[config.mk]
export PLATFORM = sky130hd
export DESIGN_NAME = midpoint_ellipse_rasterizer_flat
export DESIGN_NICKNAME = d
export VERILOG_FILES = /design/src/rtl/mer_pkg.sv /design/src/rtl/mer_if.sv /design/src/rtl/midpoint_ellipse_rasterizer.sv /design/src/rtl/mer_ctrl.sv /design/src/rtl/mer_dpath.sv /design/src/flat_wrapper.sv
export SDC_FILE = /design/constraint.sdc
export NUM_CORES = 2
export LEC_CHECK = 0
export BUFFER_PORTS_ARGS = -buffer_cell sky130_fd_sc_hd__clkbuf_2
export CAP_MARGIN = 20
export CELL_PAD_IN_SITES_DETAIL_PLACEMENT = 0
export CELL_PAD_IN_SITES_GLOBAL_PLACEMENT = 2
export CORE_AREA = 2 2 345 278
export CTS_CLUSTER_SIZE = 30
export DETAILED_ROUTE_END_ITERATION = 10
export DIE_AREA = 0 0 347 280
export GPL_ROUTABILITY_DRIVEN = 1
export PLACE_DENSITY = 0.88
export SYNTH_ARGS = -nofsm -noshare
export SYNTH_HDL_FRONTEND = slang
export SYNTH_HIERARCHICAL = 1
export SYNTH_SLANG_ARGS = --single-unit
[constraint.sdc]
create_clock -name clk_i -period 28.8 [get_ports clk_i]
set_clock_uncertainty 0.15 [all_clocks]
set_input_delay 5.76 -clock clk_i [delete_from_list [all_inputs] [get_ports clk_i]]
set_output_delay 5.76 -clock clk_i [all_outputs]
set_load 0.01 [all_outputs]
[src/rtl/mer_pkg.sv]
// ----------------------------------------------------------------------------
// mer_pkg
// Shared types and constants of the midpoint ellipse rasterizer: phases,
// controller states, datapath command and status groups.
// ----------------------------------------------------------------------------
`default_nettype none

package mer_pkg;

  localparam int unsigned COORD_BITS_DEF = 11;

  // request function codes
  localparam logic FUNC_START = 1'b0;
  localparam logic FUNC_STEP  = 1'b1;

  typedef enum logic [1:0] {
    PH_IDLE,
    PH_R1,
    PH_R2,
    PH_DONE
  } phase_e;

  typedef enum logic [5:0] {
    S_WAIT,
    S_ST_1, S_ST_2, S_ST_3, S_ST_4, S_ST_5, S_ST_6,
    S_R1_M1, S_R1_M2, S_R1_CMP, S_R1_D1, S_R1_D2, S_R1_A1, S_R1_A2, S_R1_A3,
    S_SW_1, S_SW_2, S_SW_3, S_SW_4, S_SW_5, S_SW_6,
    S_R2_CHK, S_R2_M1, S_R2_A1, S_R2_M2, S_R2_A2, S_R2_A3,
    S_Q0, S_Q1, S_Q2, S_Q3,
    S_F0, S_F1, S_F2,
    S_NULL
  } ctl_state_e;

  // operand pairs of the shared multiplier
  typedef enum logic [3:0] {
    MUL_RX_RX,
    MUL_RY_RY,
    MUL_RXSQ_RY,
    MUL_RYSQ_X,
    MUL_RXSQ_Y,
    MUL_TX_TX,
    MUL_RYSQ_P,
    MUL_TY_TY,
    MUL_RXSQ_P,
    MUL_RXSQ_RYSQ
  } mul_sel_e;

  typedef enum logic [1:0] {
    ACC_PROD,
    ACC_AUX,
    ACC_RX_SQ,
    ACC_RY_SQ
  } acc_src_e;

  typedef enum logic [2:0] {
    EMIT_Q0,
    EMIT_Q1,
    EMIT_Q2,
    EMIT_Q3,
    EMIT_F0,
    EMIT_F1,
    EMIT_F2,
    EMIT_NULL
  } emit_sel_e;

  typedef struct packed {
    logic      load;
    logic      mul_en;
    mul_sel_e  mul_sel;
    logic      aux_en;
    logic      rx_sq_en;
    logic      ry_sq_en;
    logic      acc_en;
    logic      acc_clr;
    acc_src_e  acc_src;
    logic [1:0] acc_shift;
    logic      acc_neg;
    logic      x_inc;
    logic      y_dec;
    logic      emit;
    emit_sel_e emit_sel;
    logic      emit_done;
  } dp_cmd_t;

  typedef struct packed {
    logic out_free;
    logic start_zero;
    logic cmp_le;
    logic dec_neg;
    logic dec_pos;
    logic y_pos;
  } dp_stat_t;

endpackage

`default_nettype wire

[src/rtl/mer_if.sv]
// ----------------------------------------------------------------------------
// mer_if
// Request and result channels of the midpoint ellipse rasterizer.
// ----------------------------------------------------------------------------
`default_nettype none

interface mer_in_if #(
  parameter int unsigned COORD_BITS = mer_pkg::COORD_BITS_DEF
);
  logic                  valid;
  logic                  ready;
  logic                  func;
  logic [COORD_BITS-1:0] center_x;
  logic [COORD_BITS-1:0] center_y;
  logic [COORD_BITS-1:0] radius_x;
  logic [COORD_BITS-1:0] radius_y;

  modport source (
    output valid, func, center_x, center_y, radius_x, radius_y,
    input  ready
  );
  modport sink (
    input  valid, func, center_x, center_y, radius_x, radius_y,
    output ready
  );
endinterface

interface mer_out_if #(
  parameter int unsigned COORD_BITS = mer_pkg::COORD_BITS_DEF
);
  logic                         valid;
  logic                         ready;
  logic signed [COORD_BITS+1:0] pixel_x;
  logic signed [COORD_BITS+1:0] pixel_y;
  logic                         pixel_valid;
  logic                         last;
  logic                         done_res;

  modport source (
    output valid, pixel_x, pixel_y, pixel_valid, last, done_res,
    input  ready
  );
  modport sink (
    input  valid, pixel_x, pixel_y, pixel_valid, last, done_res,
    output ready
  );
endinterface

`default_nettype wire

[src/rtl/midpoint_ellipse_rasterizer.sv]
// ----------------------------------------------------------------------------
// midpoint_ellipse_rasterizer
// Midpoint ellipse rasterizer: start and step requests in, mirrored pixels out.
// ----------------------------------------------------------------------------
// start: no result; ready again once the start decision is computed; a
//   zero-radius start gives its 3 final points instead
// step: region 1 compare, decision update and 4 results (one result per cycle
//   while the output is free); region 2 check, update and 4 results; switch
//   recomputes d; all multiplies share one multiplier with a registered product
// idle/done step: one result with no valid pixel; reset clears phase to idle
`default_nettype none

module midpoint_ellipse_rasterizer #(
  parameter int unsigned COORD_BITS = mer_pkg::COORD_BITS_DEF
) (
  input  wire logic clk_i,
  input  wire logic rst_ni,
  mer_in_if.sink    in_i,
  mer_out_if.source out_o
);
  import mer_pkg::*;

  dp_cmd_t  cmd;
  dp_stat_t stat;
  logic     in_ready;

  mer_ctrl u_ctrl (
    .clk_i      (clk_i),
    .rst_ni     (rst_ni),
    .in_valid_i (in_i.valid),
    .in_func_i  (in_i.func),
    .in_ready_o (in_ready),
    .stat_i     (stat),
    .cmd_o      (cmd)
  );

  assign in_i.ready = in_ready;

  mer_dpath #(
    .COORD_BITS (COORD_BITS)
  ) u_dpath (
    .clk_i         (clk_i),
    .rst_ni        (rst_ni),
    .cmd_i         (cmd),
    .stat_o        (stat),
    .center_x_i    (in_i.center_x),
    .center_y_i    (in_i.center_y),
    .radius_x_i    (in_i.radius_x),
    .radius_y_i    (in_i.radius_y),
    .out_ready_i   (out_o.ready),
    .out_valid_o   (out_o.valid),
    .pixel_x_o     (out_o.pixel_x),
    .pixel_y_o     (out_o.pixel_y),
    .pixel_valid_o (out_o.pixel_valid),
    .last_o        (out_o.last),
    .done_res_o    (out_o.done_res)
  );

endmodule

`default_nettype wire

[src/rtl/mer_ctrl.sv]
// ----------------------------------------------------------------------------
// mer_ctrl
// Sequencer of the rasterizer: walks the multiply and accumulate steps of
// each request and the emission of its result pixels.
// ----------------------------------------------------------------------------
`default_nettype none

module mer_ctrl (
  input  wire logic               clk_i,
  input  wire logic               rst_ni,
  input  wire logic               in_valid_i,
  input  wire logic               in_func_i,
  output logic                    in_ready_o,
  input  wire mer_pkg::dp_stat_t  stat_i,
  output mer_pkg::dp_cmd_t        cmd_o
);
  import mer_pkg::*;

  ctl_state_e state_q, state_d;
  phase_e     phase_q, phase_d;
  dp_cmd_t    cmd;

  always_ff @(posedge clk_i or negedge rst_ni) begin
    if (!rst_ni) begin
      state_q <= S_WAIT;
      phase_q <= PH_IDLE;
    end else begin
      state_q <= state_d;
      phase_q <= phase_d;
    end
  end

  always_comb begin
    state_d    = state_q;
    phase_d    = phase_q;
    cmd        = '0;
    in_ready_o = 1'b0;
    unique case (state_q)
      S_WAIT: begin
        in_ready_o = 1'b1;
        if (in_valid_i) begin
          unique case (in_func_i)
            FUNC_START: begin
              cmd.load = 1'b1;
              if (stat_i.start_zero) begin
                phase_d = PH_DONE;
                state_d = S_F0;
              end else begin
                phase_d = PH_R1;
                state_d = S_ST_1;
              end
            end
            FUNC_STEP: begin
              unique case (phase_q)
                PH_R1:   state_d = S_R1_M1;
                PH_R2:   state_d = S_R2_CHK;
                PH_IDLE: state_d = S_NULL;
                PH_DONE: state_d = S_NULL;
              endcase
            end
          endcase
        end
      end
      // start: d = 4*ry^2 - 4*rx^2*ry + rx^2
      S_ST_1: begin
        cmd.mul_en  = 1'b1;
        cmd.mul_sel = MUL_RX_RX;
        state_d     = S_ST_2;
      end
      S_ST_2: begin
        cmd.rx_sq_en = 1'b1;
        cmd.mul_en   = 1'b1;
        cmd.mul_sel  = MUL_RY_RY;
        state_d      = S_ST_3;
      end
      S_ST_3: begin
        cmd.ry_sq_en = 1'b1;
        cmd.mul_en   = 1'b1;
        cmd.mul_sel  = MUL_RXSQ_RY;
        state_d      = S_ST_4;
      end
      S_ST_4: begin
        cmd.acc_en    = 1'b1;
        cmd.acc_clr   = 1'b1;
        cmd.acc_src   = ACC_PROD;
        cmd.acc_shift = 2'd2;
        cmd.acc_neg   = 1'b1;
        state_d       = S_ST_5;
      end
      S_ST_5: begin
        cmd.acc_en    = 1'b1;
        cmd.acc_src   = ACC_RY_SQ;
        cmd.acc_shift = 2'd2;
        state_d       = S_ST_6;
      end
      S_ST_6: begin
        cmd.acc_en  = 1'b1;
        cmd.acc_src = ACC_RX_SQ;
        state_d     = S_WAIT;
      end
      // region 1 test: ry^2*x <= rx^2*y
      S_R1_M1: begin
        cmd.mul_en  = 1'b1;
        cmd.mul_sel = MUL_RYSQ_X;
        state_d     = S_R1_M2;
      end
      S_R1_M2: begin
        cmd.aux_en  = 1'b1;
        cmd.mul_en  = 1'b1;
        cmd.mul_sel = MUL_RXSQ_Y;
        state_d     = S_R1_CMP;
      end
      S_R1_CMP: begin
        if (stat_i.cmp_le) begin
          cmd.x_inc = 1'b1;
          if (stat_i.dec_neg) begin
            state_d = S_R1_A1;
          end else begin
            cmd.y_dec = 1'b1;
            state_d   = S_R1_D1;
          end
        end else begin
          state_d = S_SW_1;
        end
      end
      // -8*rx^2*(y-1) from the old product
      S_R1_D1: begin
        cmd.acc_en    = 1'b1;
        cmd.acc_src   = ACC_PROD;
        cmd.acc_shift = 2'd3;
        cmd.acc_neg   = 1'b1;
        state_d       = S_R1_D2;
      end
      S_R1_D2: begin
        cmd.acc_en    = 1'b1;
        cmd.acc_src   = ACC_RX_SQ;
        cmd.acc_shift = 2'd3;
        state_d       = S_R1_A1;
      end
      // +8*ry^2*(x+1) + 4*ry^2
      S_R1_A1: begin
        cmd.acc_en    = 1'b1;
        cmd.acc_src   = ACC_AUX;
        cmd.acc_shift = 2'd3;
        state_d       = S_R1_A2;
      end
      S_R1_A2: begin
        cmd.acc_en    = 1'b1;
        cmd.acc_src   = ACC_RY_SQ;
        cmd.acc_shift = 2'd3;
        state_d       = S_R1_A3;
      end
      S_R1_A3: begin
        cmd.acc_en    = 1'b1;
        cmd.acc_src   = ACC_RY_SQ;
        cmd.acc_shift = 2'd2;
        state_d       = S_Q0;
      end
      // region switch: d = ry^2*tx^2 + 4*rx^2*ty^2 - 4*rx^2*ry^2
      S_SW_1: begin
        cmd.mul_en  = 1'b1;
        cmd.mul_sel = MUL_TX_TX;
        state_d     = S_SW_2;
      end
      S_SW_2: begin
        cmd.mul_en  = 1'b1;
        cmd.mul_sel = MUL_RYSQ_P;
        state_d     = S_SW_3;
      end
      S_SW_3: begin
        cmd.acc_en  = 1'b1;
        cmd.acc_clr = 1'b1;
        cmd.acc_src = ACC_PROD;
        cmd.mul_en  = 1'b1;
        cmd.mul_sel = MUL_TY_TY;
        state_d     = S_SW_4;
      end
      S_SW_4: begin
        cmd.mul_en  = 1'b1;
        cmd.mul_sel = MUL_RXSQ_P;
        state_d     = S_SW_5;
      end
      S_SW_5: begin
        cmd.acc_en    = 1'b1;
        cmd.acc_src   = ACC_PROD;
        cmd.acc_shift = 2'd2;
        cmd.mul_en    = 1'b1;
        cmd.mul_sel   = MUL_RXSQ_RYSQ;
        state_d       = S_SW_6;
      end
      S_SW_6: begin
        cmd.acc_en    = 1'b1;
        cmd.acc_src   = ACC_PROD;
        cmd.acc_shift = 2'd2;
        cmd.acc_neg   = 1'b1;
        phase_d       = PH_R2;
        state_d       = S_R2_CHK;
      end
      S_R2_CHK: begin
        if (stat_i.y_pos) begin
          cmd.y_dec = 1'b1;
          if (stat_i.dec_pos) begin
            state_d = S_R2_M2;
          end else begin
            cmd.x_inc = 1'b1;
            state_d   = S_R2_M1;
          end
        end else begin
          phase_d = PH_DONE;
          state_d = S_F0;
        end
      end
      S_R2_M1: begin
        cmd.mul_en  = 1'b1;
        cmd.mul_sel = MUL_RYSQ_X;
        state_d     = S_R2_A1;
      end
      S_R2_A1: begin
        cmd.acc_en    = 1'b1;
        cmd.acc_src   = ACC_PROD;
        cmd.acc_shift = 2'd3;
        cmd.mul_en    = 1'b1;
        cmd.mul_sel   = MUL_RXSQ_Y;
        state_d       = S_R2_A2;
      end
      S_R2_M2: begin
        cmd.mul_en  = 1'b1;
        cmd.mul_sel = MUL_RXSQ_Y;
        state_d     = S_R2_A2;
      end
      S_R2_A2: begin
        cmd.acc_en    = 1'b1;
        cmd.acc_src   = ACC_PROD;
        cmd.acc_shift = 2'd3;
        cmd.acc_neg   = 1'b1;
        state_d       = S_R2_A3;
      end
      S_R2_A3: begin
        cmd.acc_en    = 1'b1;
        cmd.acc_src   = ACC_RX_SQ;
        cmd.acc_shift = 2'd2;
        state_d       = S_Q0;
      end
      S_Q0: begin
        if (stat_i.out_free) begin
          cmd.emit     = 1'b1;
          cmd.emit_sel = EMIT_Q0;
          state_d      = S_Q1;
        end
      end
      S_Q1: begin
        if (stat_i.out_free) begin
          cmd.emit     = 1'b1;
          cmd.emit_sel = EMIT_Q1;
          state_d      = S_Q2;
        end
      end
      S_Q2: begin
        if (stat_i.out_free) begin
          cmd.emit     = 1'b1;
          cmd.emit_sel = EMIT_Q2;
          state_d      = S_Q3;
        end
      end
      S_Q3: begin
        if (stat_i.out_free) begin
          cmd.emit     = 1'b1;
          cmd.emit_sel = EMIT_Q3;
          state_d      = S_WAIT;
        end
      end
      S_F0: begin
        if (stat_i.out_free) begin
          cmd.emit     = 1'b1;
          cmd.emit_sel = EMIT_F0;
          state_d      = S_F1;
        end
      end
      S_F1: begin
        if (stat_i.out_free) begin
          cmd.emit     = 1'b1;
          cmd.emit_sel = EMIT_F1;
          state_d      = S_F2;
        end
      end
      S_F2: begin
        if (stat_i.out_free) begin
          cmd.emit     = 1'b1;
          cmd.emit_sel = EMIT_F2;
          state_d      = S_WAIT;
        end
      end
      S_NULL: begin
        if (stat_i.out_free) begin
          cmd.emit      = 1'b1;
          cmd.emit_sel  = EMIT_NULL;
          cmd.emit_done = (phase_q == PH_DONE);
          state_d       = S_WAIT;
        end
      end
      default: state_d = S_WAIT;
    endcase
  end

  assign cmd_o = cmd;

  a_emit_needs_slot: assert property (@(posedge clk_i) disable iff (!rst_ni)
    cmd_o.emit |-> stat_i.out_free)
    else $error("result issued while output register is occupied");

  a_r2_phase: assert property (@(posedge clk_i) disable iff (!rst_ni)
    state_q == S_R2_CHK |-> phase_q == PH_R2)
    else $error("region 2 step outside region 2");

  a_final_phase: assert property (@(posedge clk_i) disable iff (!rst_ni)
    state_q == S_F0 |-> phase_q == PH_DONE)
    else $error("final points emitted before ellipse is done");

endmodule

`default_nettype wire

[src/rtl/mer_dpath.sv]
// ----------------------------------------------------------------------------
// mer_dpath
// Datapath of the rasterizer: coordinate and radius registers, the shared
// multiplier, the decision accumulator and the output register.
// ----------------------------------------------------------------------------
`default_nettype none

module mer_dpath #(
  parameter int unsigned COORD_BITS = mer_pkg::COORD_BITS_DEF
) (
  input  wire logic                         clk_i,
  input  wire logic                         rst_ni,
  input  wire mer_pkg::dp_cmd_t             cmd_i,
  output mer_pkg::dp_stat_t                 stat_o,
  input  wire logic [COORD_BITS-1:0]        center_x_i,
  input  wire logic [COORD_BITS-1:0]        center_y_i,
  input  wire logic [COORD_BITS-1:0]        radius_x_i,
  input  wire logic [COORD_BITS-1:0]        radius_y_i,
  input  wire logic                         out_ready_i,
  output logic                              out_valid_o,
  output logic signed [COORD_BITS+1:0]      pixel_x_o,
  output logic signed [COORD_BITS+1:0]      pixel_y_o,
  output logic                              pixel_valid_o,
  output logic                              last_o,
  output logic                              done_res_o
);
  import mer_pkg::*;

  localparam int unsigned PW    = COORD_BITS + 2;      // position and pixel
  localparam int unsigned SQW   = 2 * COORD_BITS;      // squared radius
  localparam int unsigned MBW   = 2 * COORD_BITS + 3;  // multiplier b operand
  localparam int unsigned PRW   = SQW + MBW;           // product
  localparam int unsigned DEC_W = 4 * COORD_BITS + 6;  // decision, two's compl.

  logic [COORD_BITS-1:0] ctr_x_q, ctr_y_q, rad_x_q, rad_y_q;
  logic [SQW-1:0]        rx_sq_q, ry_sq_q;
  logic [PW-1:0]         pos_x_q, pos_y_q;
  logic [PRW-1:0]        prod_q, aux_q;
  logic [DEC_W-1:0]      dec_q;

  logic [PW-1:0]    tx, ty_abs;
  logic [SQW-1:0]   mul_a;
  logic [MBW-1:0]   mul_b;
  logic [PRW-1:0]   mul_p;
  logic [PRW-1:0]   acc_val;
  logic [DEC_W-1:0] acc_sh, acc_term, dec_d;

  logic          out_vld_q;
  logic [PW-1:0] out_px_q, out_py_q;
  logic          out_pv_q, out_last_q, out_done_q;
  logic [PW-1:0] px_d, py_d;
  logic          pv_d, last_d, done_d;
  logic [PW-1:0] cx, cy, ry_w;

  // tx = 2x+1, |ty| = |y-1| (y is never negative)
  assign tx     = {pos_x_q[PW-2:0], 1'b1};
  assign ty_abs = (pos_y_q == '0) ? PW'(1) : pos_y_q - PW'(1);

  always_comb begin
    mul_a = '0;
    mul_b = '0;
    unique case (cmd_i.mul_sel)
      MUL_RX_RX: begin
        mul_a = SQW'(rad_x_q);
        mul_b = MBW'(rad_x_q);
      end
      MUL_RY_RY: begin
        mul_a = SQW'(rad_y_q);
        mul_b = MBW'(rad_y_q);
      end
      MUL_RXSQ_RY: begin
        mul_a = rx_sq_q;
        mul_b = MBW'(rad_y_q);
      end
      MUL_RYSQ_X: begin
        mul_a = ry_sq_q;
        mul_b = MBW'(pos_x_q);
      end
      MUL_RXSQ_Y: begin
        mul_a = rx_sq_q;
        mul_b = MBW'(pos_y_q);
      end
      MUL_TX_TX: begin
        mul_a = SQW'(tx);
        mul_b = MBW'(tx);
      end
      MUL_RYSQ_P: begin
        mul_a = ry_sq_q;
        mul_b = prod_q[MBW-1:0];
      end
      MUL_TY_TY: begin
        mul_a = SQW'(ty_abs);
        mul_b = MBW'(ty_abs);
      end
      MUL_RXSQ_P: begin
        mul_a = rx_sq_q;
        mul_b = prod_q[MBW-1:0];
      end
      MUL_RXSQ_RYSQ: begin
        mul_a = rx_sq_q;
        mul_b = MBW'(ry_sq_q);
      end
      default: begin
        mul_a = '0;
        mul_b = '0;
      end
    endcase
  end

  assign mul_p = PRW'(mul_a) * PRW'(mul_b);

  always_comb begin
    unique case (cmd_i.acc_src)
      ACC_PROD:  acc_val = prod_q;
      ACC_AUX:   acc_val = aux_q;
      ACC_RX_SQ: acc_val = PRW'(rx_sq_q);
      ACC_RY_SQ: acc_val = PRW'(ry_sq_q);
    endcase
  end

  assign acc_sh   = DEC_W'(acc_val) << cmd_i.acc_shift;
  assign acc_term = cmd_i.acc_neg ? (~acc_sh + DEC_W'(1)) : acc_sh;
  assign dec_d    = (cmd_i.acc_clr ? '0 : dec_q) + acc_term;

  always_ff @(posedge clk_i or negedge rst_ni) begin
    if (!rst_ni) begin
      ctr_x_q <= '0;
      ctr_y_q <= '0;
      rad_x_q <= '0;
      rad_y_q <= '0;
      rx_sq_q <= '0;
      ry_sq_q <= '0;
      pos_x_q <= '0;
      pos_y_q <= '0;
      prod_q  <= '0;
      aux_q   <= '0;
      dec_q   <= '0;
    end else begin
      if (cmd_i.load) begin
        ctr_x_q <= center_x_i;
        ctr_y_q <= center_y_i;
        rad_x_q <= radius_x_i;
        rad_y_q <= radius_y_i;
        pos_x_q <= '0;
        pos_y_q <= PW'(radius_y_i);
      end else begin
        if (cmd_i.x_inc) begin
          pos_x_q <= pos_x_q + PW'(1);
        end
        if (cmd_i.y_dec) begin
          pos_y_q <= pos_y_q - PW'(1);
        end
      end
      if (cmd_i.mul_en) begin
        prod_q <= mul_p;
      end
      if (cmd_i.aux_en) begin
        aux_q <= prod_q;
      end
      if (cmd_i.rx_sq_en) begin
        rx_sq_q <= prod_q[SQW-1:0];
      end
      if (cmd_i.ry_sq_en) begin
        ry_sq_q <= prod_q[SQW-1:0];
      end
      if (cmd_i.acc_en) begin
        dec_q <= dec_d;
      end
    end
  end

  // mirrored pixel selection, wraps to PW bits
  assign cx   = PW'(ctr_x_q);
  assign cy   = PW'(ctr_y_q);
  assign ry_w = PW'(rad_y_q);

  always_comb begin
    px_d   = '0;
    py_d   = '0;
    pv_d   = 1'b1;
    last_d = 1'b0;
    done_d = 1'b0;
    unique case (cmd_i.emit_sel)
      EMIT_Q0: begin
        px_d = cx + pos_x_q;
        py_d = cy + pos_y_q;
      end
      EMIT_Q1: begin
        px_d = cx - pos_x_q;
        py_d = cy + pos_y_q;
      end
      EMIT_Q2: begin
        px_d = cx - pos_x_q;
        py_d = cy - pos_y_q;
      end
      EMIT_Q3: begin
        px_d   = cx + pos_x_q;
        py_d   = cy - pos_y_q;
        last_d = 1'b1;
      end
      EMIT_F0: begin
        px_d   = cx;
        py_d   = cy;
        done_d = 1'b1;
      end
      EMIT_F1: begin
        px_d   = cx;
        py_d   = cy + ry_w;
        done_d = 1'b1;
      end
      EMIT_F2: begin
        px_d   = cx;
        py_d   = cy - ry_w;
        last_d = 1'b1;
        done_d = 1'b1;
      end
      EMIT_NULL: begin
        pv_d   = 1'b0;
        last_d = 1'b1;
        done_d = cmd_i.emit_done;
      end
    endcase
  end

  always_ff @(posedge clk_i or negedge rst_ni) begin
    if (!rst_ni) begin
      out_vld_q <= 1'b0;
    end else if (cmd_i.emit) begin
      out_vld_q <= 1'b1;
    end else if (out_ready_i) begin
      out_vld_q <= 1'b0;
    end
  end

  always_ff @(posedge clk_i) begin
    if (cmd_i.emit) begin
      out_px_q   <= px_d;
      out_py_q   <= py_d;
      out_pv_q   <= pv_d;
      out_last_q <= last_d;
      out_done_q <= done_d;
    end
  end

  assign out_valid_o   = out_vld_q;
  assign pixel_x_o     = out_px_q;
  assign pixel_y_o     = out_py_q;
  assign pixel_valid_o = out_pv_q;
  assign last_o        = out_last_q;
  assign done_res_o    = out_done_q;

  assign stat_o.out_free   = !out_vld_q || out_ready_i;
  assign stat_o.start_zero = (radius_x_i == '0) || (radius_y_i == '0);
  assign stat_o.cmp_le     = (aux_q <= prod_q);
  assign stat_o.dec_neg    = dec_q[DEC_W-1];
  assign stat_o.dec_pos    = !dec_q[DEC_W-1] && (dec_q != '0);
  assign stat_o.y_pos      = (pos_y_q != '0);

  a_y_nonneg: assert property (@(posedge clk_i) disable iff (!rst_ni)
    !pos_y_q[PW-1])
    else $error("y position went negative");

  a_dec_range: assert property (@(posedge clk_i) disable iff (!rst_ni)
    dec_q[DEC_W-1] == dec_q[DEC_W-2])
    else $error("decision accumulator overflow");

endmodule

`default_nettype wire
[src/flat_wrapper.sv]
// flat-port wrapper written by rule: the top's interface ports become plain ports
module midpoint_ellipse_rasterizer_flat import mer_pkg::*;
#(
  parameter int unsigned COORD_BITS = mer_pkg::COORD_BITS_DEF
)
  (clk_i, rst_ni, in_i_valid, in_i_func, in_i_center_x, in_i_center_y, in_i_radius_x, in_i_radius_y, in_i_ready, out_o_valid, out_o_pixel_x, out_o_pixel_y, out_o_pixel_valid, out_o_last, out_o_done_res, out_o_ready);
  mer_in_if #(.COORD_BITS(COORD_BITS)) in_i_i ();
  mer_out_if #(.COORD_BITS(COORD_BITS)) out_o_i ();
  input  wire logic clk_i;
  input  wire logic rst_ni;
  input wire logic [$bits(in_i_i.valid)-1:0] in_i_valid;
  input wire logic [$bits(in_i_i.func)-1:0] in_i_func;
  input wire logic [$bits(in_i_i.center_x)-1:0] in_i_center_x;
  input wire logic [$bits(in_i_i.center_y)-1:0] in_i_center_y;
  input wire logic [$bits(in_i_i.radius_x)-1:0] in_i_radius_x;
  input wire logic [$bits(in_i_i.radius_y)-1:0] in_i_radius_y;
  output wire logic [$bits(in_i_i.ready)-1:0] in_i_ready;
  output wire logic [$bits(out_o_i.valid)-1:0] out_o_valid;
  output wire logic [$bits(out_o_i.pixel_x)-1:0] out_o_pixel_x;
  output wire logic [$bits(out_o_i.pixel_y)-1:0] out_o_pixel_y;
  output wire logic [$bits(out_o_i.pixel_valid)-1:0] out_o_pixel_valid;
  output wire logic [$bits(out_o_i.last)-1:0] out_o_last;
  output wire logic [$bits(out_o_i.done_res)-1:0] out_o_done_res;
  input wire logic [$bits(out_o_i.ready)-1:0] out_o_ready;
  assign in_i_i.valid = in_i_valid;
  assign in_i_i.func = in_i_func;
  assign in_i_i.center_x = in_i_center_x;
  assign in_i_i.center_y = in_i_center_y;
  assign in_i_i.radius_x = in_i_radius_x;
  assign in_i_i.radius_y = in_i_radius_y;
  assign in_i_ready = in_i_i.ready;
  assign out_o_valid = out_o_i.valid;
  assign out_o_pixel_x = out_o_i.pixel_x;
  assign out_o_pixel_y = out_o_i.pixel_y;
  assign out_o_pixel_valid = out_o_i.pixel_valid;
  assign out_o_last = out_o_i.last;
  assign out_o_done_res = out_o_i.done_res;
  assign out_o_i.ready = out_o_ready;
  midpoint_ellipse_rasterizer #(.COORD_BITS(COORD_BITS)) u_core (.clk_i(clk_i), .rst_ni(rst_ni), .in_i(in_i_i), .out_o(out_o_i));
endmodule
==> results.txt <==
----------------------------------------------------
[Yosys]
  Fraction of synthesis flops using an asynchronous set or reset pin ... between 90% and 100%
  Post-synthesis sequential area ratio ... a little under a fifth
  Most used flip-flop cell after synthesis ... sky130_fd_sc_hd__dfrtp_1
  Syn. warnings ... 6
  Area of the mapped netlist ... ~42,000 µm²
  Area share of the largest cell type after synthesis ... between 20% and 30%
  Most area-consuming cells after synthesis ... sky130_fd_sc_hd__fa_1 22%, sky130_fd_sc_hd__dfrtp_1 16%, sky130_fd_sc_hd__ha_1 9.3%
  Net count of the mapped netlist ... around 5,500
  Syn Inst Count ... about 4,700
  Largest area contributor in the netlist ... sky130_fd_sc_hd__fa_1
  Avg Cell Area, Syn ... around 8.9 µm²
  Number of distinct library cells after synthesis ... 105
  Post-synthesis sequential element count ... approximately 300
  Number of enable-type register cells in the synthesized netlist ... 29

[Route]
  Number of vias in the routed layout ... between 30,000 and 40,000
  Pre-antenna DRT Iters ... 9
  Routed length per placed instance ... approximately 23 µm
  Number of DRC markers in iteration 0 ... between 2,000 and 3,000
  Number of vias per cell ... approximately 5.8
  Detailed Route WL ... 138,000 µm
  Antenna-violating nets left ... 0
  Total DRC errors in the routed layout ... 0

[Clocking]
  Clock network latency to the later pin of the worst-skew pair ... 0.57 ns
  Clk sink count ... just under 300
  Clock Path Buffers ... 3
  Clock transition at the registers of the reported paths ... 0.06 ns
  TritonCTS clock tree ... done
  Buffers inserted by post-CTS timing repair ... 0
  Inserted Clock Buffers ... 35
  Number of hold-repair buffers added at the cts stage ... 0
  # resized after CTS ... 0
  Maximum level of the CTS H-tree ... 2
  Root buffer selected by CTS ... sky130_fd_sc_hd__clkbuf_16

[STA]
  Clock period minus worst slack ... between 10 and 15 ns
  Accumulated negative setup slack ... 0 ns
  Hold violation count in the final report ... 0
  RSZ-0062 raised after global routing ... false
  Slew of the pin with the lowest slew margin ... 1.11 ns
  Maximum clock frequency ... roughly 89 MHz
  Final number of setup-violating endpoints ... 0
  Fin crit share ... between 30% and 40%
  Hold slack ... 0.352 ns
  Final Slew Violations ... 0
  Relative max-transition margin ... between 20% and 30%

[Global routing]
  Total overflow reported by the global router ... 0
  Global-route wire length before repair ... ~210,000 µm
  Number of global-route vias before repair ... 33,700
  GRT Total Usage ... between 20% and 30%
  Pin count of the biggest net entering global routing ... between 100 and 150
  Number of antenna violations at the first check in global routing ... 4

[Critical path]
  Cell occurring most often along the worst timing path ... sky130_fd_sc_hd__fa_1
  Nature of the critical path endpoint ... flop
  Delay of the slowest cell on the worst path ... 0.84 ns
  Startpoint of the worst register-to-register path ... u_core/u_ctrl/state_q[2]
  Levels on crit path ... 30
  R2R Path End ... u_core/u_dpath/prod_q[43]
  Crit path from ... u_core/u_ctrl/state_q[2]
  Slowest cell on crit path ... sky130_fd_sc_hd__nor2_4
  Path type of the worst setup path ... flop to flop
  Cell family with most CP delay ... adder cells
  Termination of the worst setup path ... u_core/u_dpath/prod_q[43]
  R2r worst-path depth ... 30
  Critical path fanouts, max ... 47
  Startpoint types ... flop
  Endpoint arrival time on the critical path ... roughly 11 ns
  Worst Path Buf+Inv ... 4
  Critical path data required time ... 29.07 ns
  Setup slack of the worst register-to-register path ... 17.61 ns

[Floorplan]
  Die area ... about 97,000 µm²
  Die Y-Extent ... about 280 µm
  Core area ... around 94,000 µm²
  Cell row count ... between 100 and 150
  Die width ... ~350 µm
  Starting density of the core ... 44.5%
  Total I/O pin count ... 80

[Final layout]
  Most common cell after layout, fill and taps aside ... sky130_fd_sc_hd__inv_1
  Nets ... between 5,000 and 6,000
  Synth-to-Final Area Change ... 6.97%
  Summed area of non-filler cells in the final layout ... between 40,000 and 50,000 µm²
  Share of post-route cells with drive strength above 1 ... between 10% and 20%
  Fill cell instance count of the final layout ... around 9,100
  Commonest cells after routing, fill and taps aside ... 645 x sky130_fd_sc_hd__inv_1, 603 x sky130_fd_sc_hd__nand2_1, 462 x sky130_fd_sc_hd__fa_1

[Placement]
  Buffers added on ports ... about 80
  Post-detailed-placement cell area ... between 40,000 and 50,000 µm²
  Post-DP HPWL ... roughly 110,000 µm
  Last weighted congestion value of the routability-driven placer ... slightly above 1

[Run]
  Max-cap viol count ... 0

[Outcome]
  Run status ... completed

[Min path]
  Worst min-delay path category ... flop to flop

----------------------------------------------------
## final cells by class
cell class                 count  area, µm²  share of cell area, %
antenna                        1       2.50                0.00558
clock buffer                  46        988                   2.21
clock inverter                15        240                  0.536
inverter                     649       2440                   5.44
multi-input combinational   3518      31000                   69.1
sequential                   296       7550                   16.9
tap                         1236       1550                   3.45
timing repair buffer         166       1060                   2.37
## worst min-delay path by stage
stage / cells after the start / end / slack [ns] / from
after global routing: 1 / u_core/u_dpath/dec_q[18] / 0.38 / u_core/u_dpath/dec_q[18]
after detailed placement: 2 / u_core/u_dpath/dec_q[47] / 0.35 / u_core/u_dpath/dec_q[47]
after floorplan: 2 / u_core/u_dpath/dec_q[34] / 0.31 / u_core/u_dpath/dec_q[34]
after CTS: 2 / u_core/u_dpath/dec_q[47] / 0.36 / u_core/u_dpath/dec_q[47]
after global placement: 2 / u_core/u_dpath/dec_q[48] / 0.34 / u_core/u_dpath/dec_q[48]
final: 2 / u_core/u_dpath/dec_q[47] / 0.35 / u_core/u_dpath/dec_q[47]
## per-layer routing
metal / share of wire [%] / vias to the layer above / global-route usage, %
met5: 0.0094 / - / 0
met4: 1.8 / 2 / 5.17
met3: 9.6 / 136 / 6.93
met2: 42 / 1242 / 41.9
met1: 46 / 17400 / 42.7
li1: - / 15700 / -
## worst register-to-register path: cells and delay by family, from the launching register on
family	cells	cell delay (ns)
fa+ha+maj	8	3.93
simple gates	7	2.74
compound gates	7	2.69
mux	3	0.63
buf+inv	4	0.39
flops	1	0.36
xor+xnor	1	0.16
## Yosys cell counts, drive strengths merged, types with 21 or more instances
cell	number
a211oi	34
a21o	75
a21oi	205
a222oi	21
a22o	24
a22oi	41
a31oi	28
and2	29
buf	52
clkbuf	193
dfrtp	267
edfxtp	29
fa	462
ha	310
inv	646
mux2	179
mux2i	47
mux4	64
nand2	603
nand2b	37
nand3	47
nand4	40
nor2	379
nor2b	82
nor3	59
nor4	35
o211ai	22
o21a	24
o21ai	207
o21bai	30
o31ai	25
or3	26
xnor2	119
xor2	74
## sequential cells by signal, indices dropped and copies added (netlist names), 2 cells and up
| name | cells |
|---|---|
| u_core/u_ctrl/phase_q | 2 |
| u_core/u_ctrl/state_q | 6 |
| u_core/u_dpath/aux_q | 47 |
| u_core/u_dpath/ctr_x_q | 11 |
| u_core/u_dpath/ctr_y_q | 11 |
| u_core/u_dpath/dec_q | 50 |
| u_core/u_dpath/pixel_x_o | 13 |
| u_core/u_dpath/pixel_y_o | 13 |
| u_core/u_dpath/pos_x_q | 13 |
| u_core/u_dpath/pos_y_q | 13 |
| u_core/u_dpath/prod_q | 47 |
| u_core/u_dpath/rad_x_q | 11 |
| u_core/u_dpath/rad_y_q | 11 |
| u_core/u_dpath/rx_sq_q | 22 |
| u_core/u_dpath/ry_sq_q | 22 |
## stage by stage
stage               worst slack [ns]  utilization [%]  instances
finish                         17.61             47.6       5927
CTS                            17.76             47.6       5925
detailed placement             17.78             46.3       5864
global placement               17.97             46.3       5863
floorplan                      19.02                -       4708
global route                   17.08             47.6       5926
## logic make-up (layout without fill, tap and decap cells)
| family | after synthesis | after routing | synth area share (%) |
|---|---|---|---|
| mux | 290 | 290 | 9.46 |
| fa+ha+maj | 772 | 772 | 31.3 |
| buf+inv | 894 | 876 | 8.38 |
| compound gates | 858 | 858 | 13.5 |
| other cells | 0 | 1 | 0 |
| simple gates | 1405 | 1405 | 15.3 |
| flops | 296 | 296 | 18.0 |
| xor+xnor | 193 | 193 | 4.05 |
Power is not shown: default switching activity piles up to over one toggle a cycle in this logic, so the estimate is an artifact.
